**config.mk**
```make
export PLATFORM = sky130hd
export DESIGN_NAME = iso_packet_size_distributor_flat
export DESIGN_NICKNAME = d
export VERILOG_FILES = /design/src/design/ipsd_pkg.sv /design/src/design/ipsd_cfg_if.sv /design/src/design/ipsd_req_if.sv /design/src/design/ipsd_rsp_if.sv /design/src/design/ipsd_div.sv /design/src/design/iso_packet_size_distributor.sv /design/src/flat_wrapper.sv
export SDC_FILE = /design/constraint.sdc
export NUM_CORES = 2
export LEC_CHECK = 0
export ABC_AREA = 1
export CAP_MARGIN = 30
export CORE_AREA = 2 2 300 302
export DETAILED_ROUTE_END_ITERATION = 7
export DIE_AREA = 0 0 302 304
export DONT_BUFFER_PORTS = 1
export PLACE_DENSITY = 0.67
export SETUP_SLACK_MARGIN = 0.1
export SYNTH_ARGS = -nofsm -noshare
export SYNTH_HDL_FRONTEND = slang
export SYNTH_SLANG_ARGS = --single-unit
```
**constraint.sdc**
```tcl
create_clock -name clk -period 9.5 [get_ports clk]
set_clock_uncertainty 0.05 [all_clocks]
set_input_delay 1.9 -clock clk [delete_from_list [all_inputs] [get_ports clk]]
set_output_delay 1.9 -clock clk [all_outputs]
set_load 0.02 [all_outputs]
```
**src/design/ipsd_pkg.sv**
```systemverilog
// ----------------------------------------------------------------------------
// ipsd_pkg
// Shared types and constants of the isochronous packet size distributor.
// ----------------------------------------------------------------------------
package ipsd_pkg;

    localparam int MAX_PACKETS       = 32;
    localparam int PRIMING_TRANSFERS = 4;
    localparam int COUNT_CAP         = 1000;

    // configuration port
    localparam int CFG_IDX_W  = 3;
    localparam int CFG_DATA_W = 10;

    typedef enum logic [CFG_IDX_W-1:0] {
        CFG_CHANNEL_COUNT  = 3'd0,
        CFG_BYTES_PER_SMP  = 3'd1,
        CFG_PACKETS        = 3'd2,
        CFG_NOMINAL_FRAMES = 3'd3
    } cfg_index_t;

    // payload widths
    localparam int LEN_W = 16;

    // datapath widths
    localparam int FRAME_W = 7;   // channel_count * bytes_per_sample
    localparam int NPK_W   = 6;   // packet count 1..MAX_PACKETS
    localparam int NF_W    = 12;  // packets * frame
    localparam int NOM_W   = 22;  // nominal transfer length
    localparam int REM_W   = 18;  // carried remainder, signed
    localparam int TOT_W   = 24;  // total, signed
    localparam int NXT_W   = 25;  // running offset / packet sizes, signed
    localparam int ACC_W   = 30;  // scaled compare terms, signed
    localparam int CNT_W   = 10;  // transfers issued

    localparam logic signed [REM_W-1:0] REM_MAX = 18'sd131071;
    localparam logic signed [REM_W-1:0] REM_MIN = -18'sd131072;

    // divider
    localparam int DIV_DW = 23;
    localparam int DIV_VW = 7;
    localparam int DIV_CW = 5;

    // shared multiplier
    localparam int MUL_AW = 25;
    localparam int MUL_BW = 13;
    localparam int MUL_PW = MUL_AW + MUL_BW + 1;

    typedef enum logic [10:0] {
        ST_IDLE      = 11'b000_0000_0001,
        ST_MUL_FRAME = 11'b000_0000_0010,
        ST_MUL_NF    = 11'b000_0000_0100,
        ST_MUL_NOM   = 11'b000_0000_1000,
        ST_TOTAL     = 11'b000_0001_0000,
        ST_DIV1      = 11'b000_0010_0000,
        ST_DIV2      = 11'b000_0100_0000,
        ST_MUL_SMALL = 11'b000_1000_0000,
        ST_MUL_NS    = 11'b001_0000_0000,
        ST_EMIT      = 11'b010_0000_0000,
        ST_ZERO      = 11'b100_0000_0000
    } state_t;

endpackage

```
**src/design/ipsd_cfg_if.sv**
```systemverilog
// ----------------------------------------------------------------------------
// ipsd_cfg_if
// Register write channel: index and data with valid/ready.
// ----------------------------------------------------------------------------
interface ipsd_cfg_if;
    logic                             valid;
    logic                             ready;
    logic [ipsd_pkg::CFG_IDX_W-1:0]  index;
    logic [ipsd_pkg::CFG_DATA_W-1:0] data;

    modport source (output valid, output index, output data, input ready);
    modport sink   (input valid, input index, input data, output ready);
endinterface

```
**src/design/ipsd_req_if.sv**
```systemverilog
// ----------------------------------------------------------------------------
// ipsd_req_if
// Input channel: one word per playback transfer.
// ----------------------------------------------------------------------------
interface ipsd_req_if;
    logic                         valid;
    logic                         ready;
    logic [ipsd_pkg::LEN_W-1:0]  captured_length;

    modport source (output valid, output captured_length, input ready);
    modport sink   (input valid, input captured_length, output ready);
endinterface

```
**src/design/ipsd_rsp_if.sv**
```systemverilog
// ----------------------------------------------------------------------------
// ipsd_rsp_if
// Result channel: one word per isochronous packet.
// ----------------------------------------------------------------------------
interface ipsd_rsp_if;
    logic                         valid;
    logic                         ready;
    logic [ipsd_pkg::LEN_W-1:0]  packet_offset;
    logic [ipsd_pkg::LEN_W-1:0]  packet_length;
    logic [ipsd_pkg::LEN_W-1:0]  transfer_length;
    logic                         fill_silence;
    logic                         last_packet;

    modport source (output valid, output packet_offset, output packet_length,
                    output transfer_length, output fill_silence,
                    output last_packet, input ready);
    modport sink   (input valid, input packet_offset, input packet_length,
                    input transfer_length, input fill_silence,
                    input last_packet, output ready);
endinterface

```
**src/design/ipsd_div.sv**
```systemverilog
// ----------------------------------------------------------------------------
// ipsd_div
// Restoring unsigned divider, one quotient bit per cycle.
// ----------------------------------------------------------------------------
module ipsd_div (
    input  logic                           clk,
    input  logic                           rst_n,
    input  logic                           start,
    input  logic [ipsd_pkg::DIV_DW-1:0]   dividend,
    input  logic [ipsd_pkg::DIV_VW-1:0]   divisor,
    output logic                           done,
    output logic [ipsd_pkg::DIV_DW-1:0]   quotient
);

    logic                          busy_reg, busy_next;
    logic                          done_reg, done_next;
    logic [ipsd_pkg::DIV_CW-1:0]  cnt_reg, cnt_next;
    logic [ipsd_pkg::DIV_VW-1:0]  rem_reg, rem_next;
    logic [ipsd_pkg::DIV_DW-1:0]  quo_reg, quo_next;
    logic [ipsd_pkg::DIV_VW-1:0]  dsr_reg, dsr_next;
    logic [ipsd_pkg::DIV_VW:0]    trial;
    logic [ipsd_pkg::DIV_VW:0]    trial_sub;

    assign trial     = {rem_reg, quo_reg[ipsd_pkg::DIV_DW-1]};
    assign trial_sub = trial - {1'b0, dsr_reg};

    always_comb
    begin
        busy_next = busy_reg;
        done_next = 1'b0;
        cnt_next  = cnt_reg;
        rem_next  = rem_reg;
        quo_next  = quo_reg;
        dsr_next  = dsr_reg;
        if (busy_reg)
        begin
            if (trial >= {1'b0, dsr_reg})
            begin
                rem_next = trial_sub[ipsd_pkg::DIV_VW-1:0];
                quo_next = {quo_reg[ipsd_pkg::DIV_DW-2:0], 1'b1};
            end
            else
            begin
                rem_next = trial[ipsd_pkg::DIV_VW-1:0];
                quo_next = {quo_reg[ipsd_pkg::DIV_DW-2:0], 1'b0};
            end
            cnt_next = cnt_reg - 1'b1;
            if (cnt_reg == '0)
            begin
                busy_next = 1'b0;
                done_next = 1'b1;
            end
        end
        else if (start)
        begin
            busy_next = 1'b1;
            cnt_next  = ipsd_pkg::DIV_CW'(ipsd_pkg::DIV_DW - 1);
            rem_next  = '0;
            quo_next  = dividend;
            dsr_next  = divisor;
        end
    end

    always_ff @(posedge clk or negedge rst_n)
    begin
        if (!rst_n)
        begin
            busy_reg <= 1'b0;
            done_reg <= 1'b0;
            cnt_reg  <= '0;
        end
        else
        begin
            busy_reg <= busy_next;
            done_reg <= done_next;
            cnt_reg  <= cnt_next;
        end
    end

    always_ff @(posedge clk)
    begin
        rem_reg <= rem_next;
        quo_reg <= quo_next;
        dsr_reg <= dsr_next;
    end

    assign done     = done_reg;
    assign quotient = quo_reg;

endmodule

```
**src/design/iso_packet_size_distributor.sv**
```systemverilog
// ----------------------------------------------------------------------------
// iso_packet_size_distributor
// Splits each playback transfer into frame-aligned isochronous packets.
// ----------------------------------------------------------------------------
// Usage:
//   cfg : register writes (channel count, bytes per sample, packets per
//         transfer, nominal frames per packet); always ready, write only
//         while the block is idle.
//   req : one word per playback transfer carrying the last captured length.
//   rsp : one word per packet (offset, length, silence flag); the last word
//         of a transfer carries transfer_length and last_packet.
// Timing: after the accepting edge a transfer runs the setup states
//   MUL_FRAME, MUL_NF, MUL_NOM and TOTAL, two passes of the divider and the
//   multiply states MUL_SMALL and MUL_NS, then issues its packets in turn;
//   a zero frame size skips the second divide. req is ready only when the
//   sequencer is idle. A zero byte count yields a single word.
// A stalled rsp holds the output register and freezes packet issue.
// Reset restores register defaults, clears the carried remainder and the
//   transfer count, so the next transfers are primed with silence.
// ----------------------------------------------------------------------------
module iso_packet_size_distributor (
    input  logic       clk,
    input  logic       rst_n,
    ipsd_cfg_if.sink   cfg,
    ipsd_req_if.sink   req,
    ipsd_rsp_if.source rsp
);

    // configuration registers
    logic [3:0]  cc_reg;
    logic [2:0]  bps_reg;
    logic [5:0]  ppt_reg;
    logic [9:0]  nom_reg;

    // carried state
    logic signed [ipsd_pkg::REM_W-1:0] rem_reg, rem_next;
    logic [ipsd_pkg::CNT_W-1:0]        issued_reg, issued_next;

    ipsd_pkg::state_t state_reg, state_next;

    // working registers
    logic [ipsd_pkg::LEN_W-1:0]          cap_reg, cap_next;
    logic [ipsd_pkg::FRAME_W-1:0]        frame_reg, frame_next;
    logic [ipsd_pkg::NPK_W-1:0]          n_reg, n_next;
    logic [ipsd_pkg::NF_W-1:0]           nf_reg, nf_next;
    logic [ipsd_pkg::NOM_W-1:0]          nominal_reg, nominal_next;
    logic signed [ipsd_pkg::TOT_W-1:0]   total_reg, total_next;
    logic                                neg_reg, neg_next;
    logic                                silence_reg, silence_next;
    logic [ipsd_pkg::DIV_DW-1:0]         q2_reg, q2_next;
    logic signed [ipsd_pkg::NXT_W-1:0]   small_reg, small_next;
    logic signed [ipsd_pkg::NXT_W-1:0]   large_reg, large_next;
    logic signed [ipsd_pkg::ACC_W-1:0]   ns_reg, ns_next;
    logic signed [ipsd_pkg::ACC_W-1:0]   nl_reg, nl_next;
    logic signed [ipsd_pkg::ACC_W-1:0]   acc_reg, acc_next;
    logic signed [ipsd_pkg::ACC_W-1:0]   nnext_reg, nnext_next;
    logic signed [ipsd_pkg::NXT_W-1:0]   next_reg, next_next;
    logic [ipsd_pkg::NPK_W-1:0]          k_reg, k_next;

    // output register
    logic                        out_valid_reg, out_valid_next;
    logic [ipsd_pkg::LEN_W-1:0]  out_off_reg, out_off_next;
    logic [ipsd_pkg::LEN_W-1:0]  out_len_reg, out_len_next;
    logic [ipsd_pkg::LEN_W-1:0]  out_tot_reg, out_tot_next;
    logic                        out_sil_reg, out_sil_next;
    logic                        out_last_reg, out_last_next;
    logic                        out_free;

    // shared multiplier
    logic signed [ipsd_pkg::MUL_AW-1:0] mul_a;
    logic [ipsd_pkg::MUL_BW-1:0]        mul_b;
    logic signed [ipsd_pkg::MUL_PW-1:0] mul_p;

    assign mul_p = mul_a * $signed({1'b0, mul_b});

    // divider
    logic                         div_start;
    logic                         div_done;
    logic [ipsd_pkg::DIV_DW-1:0]  div_dividend;
    logic [ipsd_pkg::DIV_VW-1:0]  div_divisor;
    logic [ipsd_pkg::DIV_DW-1:0]  div_quotient;

    ipsd_div u_div (
        .clk      (clk),
        .rst_n    (rst_n),
        .start    (div_start),
        .dividend (div_dividend),
        .divisor  (div_divisor),
        .done     (div_done),
        .quotient (div_quotient)
    );

    // transfer total selection
    logic                                priming;
    logic [ipsd_pkg::NOM_W-1:0]          chosen;
    logic signed [ipsd_pkg::TOT_W-1:0]   total_sum;
    logic signed [ipsd_pkg::TOT_W-1:0]   total_mag;

    assign priming   = issued_reg <= ipsd_pkg::CNT_W'(ipsd_pkg::PRIMING_TRANSFERS);
    assign chosen    = priming ? nominal_reg : ipsd_pkg::NOM_W'(cap_reg);
    assign total_sum = $signed({2'b00, chosen}) + ipsd_pkg::TOT_W'(rem_reg);
    assign total_mag = total_sum[ipsd_pkg::TOT_W-1] ? -total_sum : total_sum;

    // packet decision
    logic                                take_large;
    logic signed [ipsd_pkg::NXT_W-1:0]   step;
    logic signed [ipsd_pkg::NXT_W-1:0]   next_new;
    logic signed [ipsd_pkg::NXT_W:0]     rem_diff;
    logic signed [ipsd_pkg::REM_W-1:0]   rem_sat;
    logic                                last_k;

    assign take_large = acc_reg > (nnext_reg + nl_reg);
    assign step       = take_large ? large_reg : small_reg;
    assign next_new   = next_reg + step;
    assign rem_diff   = (ipsd_pkg::NXT_W+1)'(total_reg) - (ipsd_pkg::NXT_W+1)'(next_new);
    assign last_k     = k_reg == (n_reg - 1'b1);

    always_comb
    begin
        if (rem_diff > (ipsd_pkg::NXT_W+1)'(ipsd_pkg::REM_MAX))
            rem_sat = ipsd_pkg::REM_MAX;
        else if (rem_diff < (ipsd_pkg::NXT_W+1)'(ipsd_pkg::REM_MIN))
            rem_sat = ipsd_pkg::REM_MIN;
        else
            rem_sat = rem_diff[ipsd_pkg::REM_W-1:0];
    end

    assign out_free  = !out_valid_reg || rsp.ready;
    assign req.ready = state_reg == ipsd_pkg::ST_IDLE;
    assign cfg.ready = 1'b1;

    always_comb
    begin
        state_next     = state_reg;
        rem_next       = rem_reg;
        issued_next    = issued_reg;
        cap_next       = cap_reg;
        frame_next     = frame_reg;
        n_next         = n_reg;
        nf_next        = nf_reg;
        nominal_next   = nominal_reg;
        total_next     = total_reg;
        neg_next       = neg_reg;
        silence_next   = silence_reg;
        q2_next        = q2_reg;
        small_next     = small_reg;
        large_next     = large_reg;
        ns_next        = ns_reg;
        nl_next        = nl_reg;
        acc_next       = acc_reg;
        nnext_next     = nnext_reg;
        next_next      = next_reg;
        k_next         = k_reg;
        out_valid_next = out_valid_reg && !rsp.ready;
        out_off_next   = out_off_reg;
        out_len_next   = out_len_reg;
        out_tot_next   = out_tot_reg;
        out_sil_next   = out_sil_reg;
        out_last_next  = out_last_reg;
        mul_a          = '0;
        mul_b          = '0;
        div_start      = 1'b0;
        div_dividend   = '0;
        div_divisor    = '0;

        case (state_reg)
            ipsd_pkg::ST_IDLE:
            begin
                if (req.valid)
                begin
                    cap_next   = req.captured_length;
                    state_next = ipsd_pkg::ST_MUL_FRAME;
                end
            end
            ipsd_pkg::ST_MUL_FRAME:
            begin
                mul_a      = ipsd_pkg::MUL_AW'(cc_reg);
                mul_b      = ipsd_pkg::MUL_BW'(bps_reg);
                frame_next = mul_p[ipsd_pkg::FRAME_W-1:0];
                if (ppt_reg == '0)
                    n_next = ipsd_pkg::NPK_W'(1);
                else if (ppt_reg > ipsd_pkg::NPK_W'(ipsd_pkg::MAX_PACKETS))
                    n_next = ipsd_pkg::NPK_W'(ipsd_pkg::MAX_PACKETS);
                else
                    n_next = ppt_reg;
                state_next = ipsd_pkg::ST_MUL_NF;
            end
            ipsd_pkg::ST_MUL_NF:
            begin
                mul_a      = ipsd_pkg::MUL_AW'(frame_reg);
                mul_b      = ipsd_pkg::MUL_BW'(n_reg);
                nf_next    = mul_p[ipsd_pkg::NF_W-1:0];
                state_next = ipsd_pkg::ST_MUL_NOM;
            end
            ipsd_pkg::ST_MUL_NOM:
            begin
                mul_a        = ipsd_pkg::MUL_AW'(nom_reg);
                mul_b        = ipsd_pkg::MUL_BW'(nf_reg);
                nominal_next = mul_p[ipsd_pkg::NOM_W-1:0];
                state_next   = ipsd_pkg::ST_TOTAL;
            end
            ipsd_pkg::ST_TOTAL:
            begin
                if (issued_reg < ipsd_pkg::CNT_W'(ipsd_pkg::COUNT_CAP))
                    issued_next = issued_reg + 1'b1;
                silence_next = issued_next <= ipsd_pkg::CNT_W'(ipsd_pkg::PRIMING_TRANSFERS);
                if (chosen == '0)
                begin
                    state_next = ipsd_pkg::ST_ZERO;
                end
                else
                begin
                    total_next   = total_sum;
                    neg_next     = total_sum[ipsd_pkg::TOT_W-1];
                    div_start    = 1'b1;
                    div_dividend = total_mag[ipsd_pkg::DIV_DW-1:0];
                    div_divisor  = ipsd_pkg::DIV_VW'(n_reg);
                    state_next   = ipsd_pkg::ST_DIV1;
                end
            end
            ipsd_pkg::ST_DIV1:
            begin
                if (div_done)
                begin
                    if (frame_reg == '0)
                    begin
                        q2_next    = '0;
                        state_next = ipsd_pkg::ST_MUL_SMALL;
                    end
                    else
                    begin
                        div_start    = 1'b1;
                        div_dividend = div_quotient;
                        div_divisor  = frame_reg;
                        state_next   = ipsd_pkg::ST_DIV2;
                    end
                end
            end
            ipsd_pkg::ST_DIV2:
            begin
                if (div_done)
                begin
                    q2_next    = div_quotient;
                    state_next = ipsd_pkg::ST_MUL_SMALL;
                end
            end
            ipsd_pkg::ST_MUL_SMALL:
            begin
                mul_a = ipsd_pkg::MUL_AW'(q2_reg);
                mul_b = ipsd_pkg::MUL_BW'(frame_reg);
                if (neg_reg)
                    small_next = -mul_p[ipsd_pkg::NXT_W-1:0];
                else
                    small_next = mul_p[ipsd_pkg::NXT_W-1:0];
                large_next = small_next + ipsd_pkg::NXT_W'(frame_reg);
                state_next = ipsd_pkg::ST_MUL_NS;
            end
            ipsd_pkg::ST_MUL_NS:
            begin
                // n*small and n*large = n*small + n*frame
                mul_a      = small_reg;
                mul_b      = ipsd_pkg::MUL_BW'(n_reg);
                ns_next    = mul_p[ipsd_pkg::ACC_W-1:0];
                nl_next    = ns_next + ipsd_pkg::ACC_W'(nf_reg);
                acc_next   = ipsd_pkg::ACC_W'(total_reg);
                nnext_next = '0;
                next_next  = '0;
                k_next     = '0;
                state_next = ipsd_pkg::ST_EMIT;
            end
            ipsd_pkg::ST_EMIT:
            begin
                if (out_free)
                begin
                    out_valid_next = 1'b1;
                    out_off_next   = next_reg[ipsd_pkg::LEN_W-1:0];
                    out_len_next   = step[ipsd_pkg::LEN_W-1:0];
                    out_tot_next   = last_k ? next_new[ipsd_pkg::LEN_W-1:0] : '0;
                    out_sil_next   = silence_reg;
                    out_last_next  = last_k;
                    // running target (k+1)*total and n*next
                    acc_next       = acc_reg + ipsd_pkg::ACC_W'(total_reg);
                    nnext_next     = nnext_reg + (take_large ? nl_reg : ns_reg);
                    next_next      = next_new;
                    k_next         = k_reg + 1'b1;
                    if (last_k)
                    begin
                        rem_next   = rem_sat;
                        state_next = ipsd_pkg::ST_IDLE;
                    end
                end
            end
            ipsd_pkg::ST_ZERO:
            begin
                if (out_free)
                begin
                    out_valid_next = 1'b1;
                    out_off_next   = '0;
                    out_len_next   = nominal_reg[ipsd_pkg::LEN_W-1:0];
                    out_tot_next   = nominal_reg[ipsd_pkg::LEN_W-1:0];
                    out_sil_next   = 1'b1;
                    out_last_next  = 1'b1;
                    state_next     = ipsd_pkg::ST_IDLE;
                end
            end
            default:
            begin
                state_next = ipsd_pkg::ST_IDLE;
            end
        endcase
    end

    always_ff @(posedge clk or negedge rst_n)
    begin
        if (!rst_n)
        begin
            cc_reg        <= 4'd2;
            bps_reg       <= 3'd4;
            ppt_reg       <= 6'd8;
            nom_reg       <= 10'd6;
            rem_reg       <= '0;
            issued_reg    <= '0;
            state_reg     <= ipsd_pkg::ST_IDLE;
            out_valid_reg <= 1'b0;
        end
        else
        begin
            if (cfg.valid)
            begin
                case (cfg.index)
                    ipsd_pkg::CFG_CHANNEL_COUNT:  cc_reg  <= cfg.data[3:0];
                    ipsd_pkg::CFG_BYTES_PER_SMP:  bps_reg <= cfg.data[2:0];
                    ipsd_pkg::CFG_PACKETS:        ppt_reg <= cfg.data[5:0];
                    ipsd_pkg::CFG_NOMINAL_FRAMES: nom_reg <= cfg.data[9:0];
                    default:
                    begin
                    end
                endcase
            end
            rem_reg       <= rem_next;
            issued_reg    <= issued_next;
            state_reg     <= state_next;
            out_valid_reg <= out_valid_next;
        end
    end

    always_ff @(posedge clk)
    begin
        cap_reg      <= cap_next;
        frame_reg    <= frame_next;
        n_reg        <= n_next;
        nf_reg       <= nf_next;
        nominal_reg  <= nominal_next;
        total_reg    <= total_next;
        neg_reg      <= neg_next;
        silence_reg  <= silence_next;
        q2_reg       <= q2_next;
        small_reg    <= small_next;
        large_reg    <= large_next;
        ns_reg       <= ns_next;
        nl_reg       <= nl_next;
        acc_reg      <= acc_next;
        nnext_reg    <= nnext_next;
        next_reg     <= next_next;
        k_reg        <= k_next;
        out_off_reg  <= out_off_next;
        out_len_reg  <= out_len_next;
        out_tot_reg  <= out_tot_next;
        out_sil_reg  <= out_sil_next;
        out_last_reg <= out_last_next;
    end

    assign rsp.valid           = out_valid_reg;
    assign rsp.packet_offset   = out_off_reg;
    assign rsp.packet_length   = out_len_reg;
    assign rsp.transfer_length = out_tot_reg;
    assign rsp.fill_silence    = out_sil_reg;
    assign rsp.last_packet     = out_last_reg;

endmodule
```
**src/flat_wrapper.sv**
```systemverilog
// flat-port wrapper written by rule: the top's interface ports become plain ports
module iso_packet_size_distributor_flat 
  (clk, rst_n, cfg_valid, cfg_index, cfg_data, cfg_ready, req_valid, req_captured_length, req_ready, rsp_valid, rsp_packet_offset, rsp_packet_length, rsp_transfer_length, rsp_fill_silence, rsp_last_packet, rsp_ready);
  ipsd_cfg_if cfg_i ();
  ipsd_req_if req_i ();
  ipsd_rsp_if rsp_i ();
  input  logic clk;
  input  logic rst_n;
  input wire logic [$bits(cfg_i.valid)-1:0] cfg_valid;
  input wire logic [$bits(cfg_i.index)-1:0] cfg_index;
  input wire logic [$bits(cfg_i.data)-1:0] cfg_data;
  output wire logic [$bits(cfg_i.ready)-1:0] cfg_ready;
  input wire logic [$bits(req_i.valid)-1:0] req_valid;
  input wire logic [$bits(req_i.captured_length)-1:0] req_captured_length;
  output wire logic [$bits(req_i.ready)-1:0] req_ready;
  output wire logic [$bits(rsp_i.valid)-1:0] rsp_valid;
  output wire logic [$bits(rsp_i.packet_offset)-1:0] rsp_packet_offset;
  output wire logic [$bits(rsp_i.packet_length)-1:0] rsp_packet_length;
  output wire logic [$bits(rsp_i.transfer_length)-1:0] rsp_transfer_length;
  output wire logic [$bits(rsp_i.fill_silence)-1:0] rsp_fill_silence;
  output wire logic [$bits(rsp_i.last_packet)-1:0] rsp_last_packet;
  input wire logic [$bits(rsp_i.ready)-1:0] rsp_ready;
  assign cfg_i.valid = cfg_valid;
  assign cfg_i.index = cfg_index;
  assign cfg_i.data = cfg_data;
  assign cfg_ready = cfg_i.ready;
  assign req_i.valid = req_valid;
  assign req_i.captured_length = req_captured_length;
  assign req_ready = req_i.ready;
  assign rsp_valid = rsp_i.valid;
  assign rsp_packet_offset = rsp_i.packet_offset;
  assign rsp_packet_length = rsp_i.packet_length;
  assign rsp_transfer_length = rsp_i.transfer_length;
  assign rsp_fill_silence = rsp_i.fill_silence;
  assign rsp_last_packet = rsp_i.last_packet;
  assign rsp_i.ready = rsp_ready;
  iso_packet_size_distributor u_core (.clk(clk), .rst_n(rst_n), .cfg(cfg_i), .req(req_i), .rsp(rsp_i));
endmodule
```
Word-level counts from Yosys, hierarchy flattened
Index checks and enable logic that the tools add are counted.
Word-level totals
  flip-flop bits (word level): 470
  input bits: 34
  output and inout bits: 53
  logic and storage cells: 189
Operators by class
  $add $sub $neg: 15
  $mul: 1
  order comparisons: 8
  eq/ne operators: 23
  muxes and demuxes: 74
  bitwise gates (word level): 2
  reductions and logical operators: 29
Operators with widths (count)
  two-way mux 23 bit: 8
  case mux 25 bit (5 select lines): 1
  case mux 11 bit (11 select lines): 1
  case mux 30 bit (2 select lines): 2
  two-way mux 25 bit: 4
  two-way mux 16 bit: 6
  case mux 16 bit (2 select lines): 3
  case mux 23 bit (2 select lines): 2
  two-way mux 30 bit: 3
  two-way mux 11 bit: 7
  adder 30 bit: 2
  case mux 25 bit (2 select lines): 1
  case mux 12 bit (4 select lines): 1
  two-way mux 18 bit: 2
  two-way mux 7 bit: 5
  adder 30 x 12 -> 30 bit: 1
  adder 30 x 24 -> 30 bit: 1
  > comparator 30 bit: 1
  multiplier 25 x 13 -> 30 bit: 1
  > comparator 26 x 18 -> 1 bit, second input constant: 1
  < comparator 26 x 18 -> 1 bit, second input constant: 1
  subtractor 24 x 25 -> 26 bit: 1
  adder 25 bit: 1
  adder 25 x 7 -> 25 bit: 1
  other kinds (53): 95

Longest topological paths before layout
  word-level depth: 9
  gate-level depth with buffers: 55
  depth with buffers taken out: 53

Hierarchy
Synthesis repeated with hierarchy kept, for this count alone.
Unflattened totals
  cells, all modules: 4743
  area, all modules: 39641.8 um^2
Modules (own cells, without submodules)
  iso_packet_size_distributor: instances 1, cells each 4492, area an instance 37382.1 um^2, sequential area each 12454.4 um^2
  ipsd_div: instances 1, cells each 251, area an instance 2259.7 um^2, sequential area each 1286.2 um^2

Worst setup path before layout
Ideal clock, no wire load.
  kind: input port to flip-flop
  start: input rsp_ready
  end: register u_core.acc_reg[0] in the netlist's numbering, enable pin
  library setup time: 0.666 ns
  arrival time: 8.336 ns
  data required time: 8.784 ns
  slack: 0.448 ns
  stages on the path: 2
  path buffers: 0
  cell sequence: nor2_1 -> o21ai_0
Between the ends
  word-level cells in the longest chain between the ends: 3
Ends and longest elaborated chain
  start, declared: RTL line flat_wrapper.sv:22  | input wire logic [$bits(rsp_i.ready)-1:0] rsp_ready;
  logical OR 1 bit: RTL line iso_packet_size_distributor.sv:128  | assign out_free = !out_valid_reg || rsp.ready;
  != test 2 x 1 -> 1 bit (no line)
  AND reduction 2 bit (no line)
  end signal, assigned: RTL line iso_packet_size_distributor.sv:362  | acc_reg <= acc_next;
  end, declared: RTL line iso_packet_size_distributor.sv:55  | logic signed [ipsd_pkg::ACC_W-1:0] acc_reg, acc_next;
Every way passes these cells.
A chain may end at the register's enable or synchronous reset.

Worst setup path in the final report
  start: register u_core.state_reg[8]
  end: register u_core.large_reg[19] in the netlist's numbering (data pin)
Between the ends
  word-level cells in the longest chain between the ends: 8
  elaborated cells on any way between the ends: 13
  those cells by class: 2 x add/sub; 1 x mul; 5 x eq/ne; 4 x mux; 1 x reduce/logical
Ends and longest elaborated chain
  start, declared: RTL line iso_packet_size_distributor.sv:39  | ipsd_pkg::state_t state_reg, state_next;
  start signal, assigned: RTL line iso_packet_size_distributor.sv:323  | state_reg <= ipsd_pkg::ST_IDLE;
  start signal, assigned: RTL line iso_packet_size_distributor.sv:342  | state_reg <= state_next;
  == test 11 x 3 -> 1 bit / == test 11 x 9 -> 1 bit (equally long branches): RTL line iso_packet_size_distributor.sv:166  | case (state_reg)
  OR reduction 2 bit (no line)
  case mux 12 bit (4 select lines): RTL line iso_packet_size_distributor.sv:166
  multiplier 25 x 13 -> 30 bit *: RTL line iso_packet_size_distributor.sv:74  | assign mul_p = mul_a * $signed({1'b0, mul_b});
  named net u_core.mul_p (one bit): RTL line iso_packet_size_distributor.sv:72  | logic signed [ipsd_pkg::MUL_PW-1:0] mul_p;
  negation 25 bit: RTL line iso_packet_size_distributor.sv:252  | small_next = -mul_p[ipsd_pkg::NXT_W-1:0];
  two-way mux 25 bit *: RTL line iso_packet_size_distributor.sv:251  | if (neg_reg)
  two-way mux 25 bit *: RTL line iso_packet_size_distributor.sv:166
  adder 25 x 7 -> 25 bit *: RTL line iso_packet_size_distributor.sv:255  | large_next = small_next + ipsd_pkg::NXT_W'(frame_reg);
  end signal, assigned: RTL line iso_packet_size_distributor.sv:359  | large_reg <= large_next;
  end, declared: RTL line iso_packet_size_distributor.sv:52  | logic signed [ipsd_pkg::NXT_W-1:0] large_reg, large_next;
Mark *: on every way through the listed nets, which the timed path passes. The rest lies on a longest branch. The select of a mux whose other input is x is not followed.

==> metrics <==
Slew Viols, Final=0; initial antenna violation count=5; synth warn=0; Yosys top cell by area=edfxtp_1; largest net degree at the start of global routing=71; most frequent cell after synthesis=nand2_1; CTS clock-pin slew for the worst setup and hold paths=0.06 ns; cell count of the worst reg-to-reg path=35; CP Class=flop to flop; Sw Share=0.320; core area=0.0890 mm^2; Setup TNS Final=0 ns; number of global-route vias before repair=31576; CTS tree=done; area grow syn2layout=10.1%; vias after detailed routing=32487; DRT iter0 DRCs=2851; max cap viols=0; slew margin rel.=0.298; RR Startpoint=u_core.state_reg[8]; RSZ-0062 raised after global routing=yes; worst hold stages=2; reg2reg end=u_core.large_reg[19]; hpwl dp=95.2 mm; Core Rows=110; Logic pwr share=0.230; top cells by count, synth=nand2_1, inv_1, nor2_1; Die ar.=0.0918 mm^2; final core utilization=0.489; Post-Syn Area=0.0396 mm^2; GPL Wtd Cong=1.02; average size of a mapped cell=8.38 um^2; IO Count=87; Synth Instances=4725; drt first pass iters=6; WHS=0.437 ns; Overall Power=6.16 mW; Hold Path End=u_core.u_div.cnt_reg[4]; minimum clock period=9.05 ns; Post CTS Setup Buffer Count=0; CP max stage delay=0.77 ns; routed len/inst=19.5 um; top-area cell type share of the netlist area=0.303; net switching power=1.97 mW; worst skew pair latency=0.65 ns; Worst Hold Launch=u_core.u_div.cnt_reg[4]; DRC Markers=0; crit end category=flop; # port buffers=0; Hold Fails Final Rpt=0; clock share of power=0.368; Worst Max-Slew Pin Slew=1.05 ns; CTS Buf Count=55; largest cells by area after synthesis=edfxtp_1, fa_1, nand2_1; Power Internal=4.19 mW; Post-CTS Hold Buffers=0; outcome=finished clean; die width=302 um; cell mode on critical path=nand2_1; total global routing overflow=0; H-tree depth=2; startpoint type of the worst setup path=flop; Final period util=0.953; Chip Height=304 um; maximum operating frequency=110 MHz; Yosys reg bits=469; sequential share of power=0.402; antenna-violating nets left=0; Post-synth top flop=edfxtp_1; final layout net count=5365; HP Class=flop to flop; async set-reset flop share out of synthesis=0.149; Worst setup startpoint=u_core.state_reg[8]; share of cells above drive strength 1=0.0780; CTS sink cnt=469; Fill cells=8374; final setup fails=0; critical path fanouts, max=16; sequential cell area=0.0137 mm^2; clock buffer depth=3; fin worst setup slack=0.450 ns; multi-input combinational cell area=0.0225 mm^2; register area share after synthesis=0.347; Critical-path top delay cell=xnor2_1; total wire length=118 mm; CP Data Required Time=9.82 ns; cell at the root of the clock tree=clkbuf_16; EDFF count, synth=399; global-route wire length before repair=182 mm; R2R Setup Slk=0.45 ns; PD cells=141 mW/mm^2; maximum vdd drop=152 uV; post-synth cell types=71; post-cts sizing count=0; worst path arrival time=9.37 ns; LEAKAGE=20.4 nW; post-DR vias/cell=5.37; GRT Total Usage=0.258; pre-CTS WS=0.421 ns; Initial Utilization=0.445
-- per-stage QoR --
step,instance area (um^2),cells
floorplan,39800,4774
global placement,41500,5940
detailed placement,41500,5943
CTS,43500,6047
global route,43600,6048
finish,43600,6050
-- logic make-up (layout without fill, tap and decap cells) --
group / count (synthesis) / in the layout / synth area share
flops: 469 / 469 / 0.347
xor+xnor: 213 / 213 / 0.0487
mux: 31 / 31 / 0.00882
simple gates: 1801 / 1801 / 0.194
fa+ha+maj: 506 / 506 / 0.203
buf+inv: 963 / 1061 / 0.0920
compound gates: 740 / 740 / 0.106
other cells: 2 / 53 / 0.000190
-- final cells by class --
type | instances | share of cell area
Multi-Input combinational cell | 3342 | 0.517
Sequential cell | 469 | 0.315
Inverter | 888 | 0.0766
Clock buffer | 64 | 0.0338
Tap cell | 1176 | 0.0338
Timing Repair Buffer | 69 | 0.0126
Clock inverter | 40 | 0.0106
Antenna cell | 2 | 0.000115
-- power by group through the flow --
stage               combinational [mW]  sequential [mW]  clock [mW]
floorplan                         1.02             2.49           0
global placement                  1.37             2.52           0
detailed placement                1.39             2.52           0
CTS                               1.40             2.48        2.30
global route                      1.60             2.49        2.37
finish                            1.42             2.48        2.26
-- cells in the final DEF (no fill, tap or decap), drive strengths merged, types with 69 or more instances in the layout --
cell,Yosys,final
nand2,1018,1018
inv,880,884
nor2,444,444
edfxtp,399,399
a21oi,314,314
ha,280,280
o21ai,247,247
fa,226,226
nand3,200,200
xor2,148,148
buf,12,69
-- how the worst max path moves through the flow --
stage                            to  cells after the start
5_1_grt        u_core.large_reg[19]                     35
3_5_place_dp      u_core.rem_reg[0]                     50
6_report       u_core.large_reg[19]                     35
4_1_cts           u_core.rem_reg[0]                     50
2_1_floorplan     u_core.acc_reg[0]                      2
3_3_place_gp      u_core.rem_reg[0]                     49
-- worst max-delay path: cells and delay by family (launching register included) --
| family | cells | cell delay (ns) |
|---|---|---|
| fa+ha+maj | 6 | 2.49 |
| flops | 1 | 0.43 |
| compound gates | 3 | 0.36 |
| xor+xnor | 3 | 1.62 |
| buf+inv | 8 | 1.19 |
| simple gates | 15 | 2.64 |
-- metal layers --
metal / share of wire / track usage / up-vias
met5: 0.000093 / 0 / -
met3: 0.082 / 0.0363 / 229
met1: 0.43 / 0.365 / 15423
met2: 0.45 / 0.402 / 1316
met4: 0.042 / 0.0961 / 2
li1: - / - / 15517
Note: power is estimated with default switching activity, not from simulation.
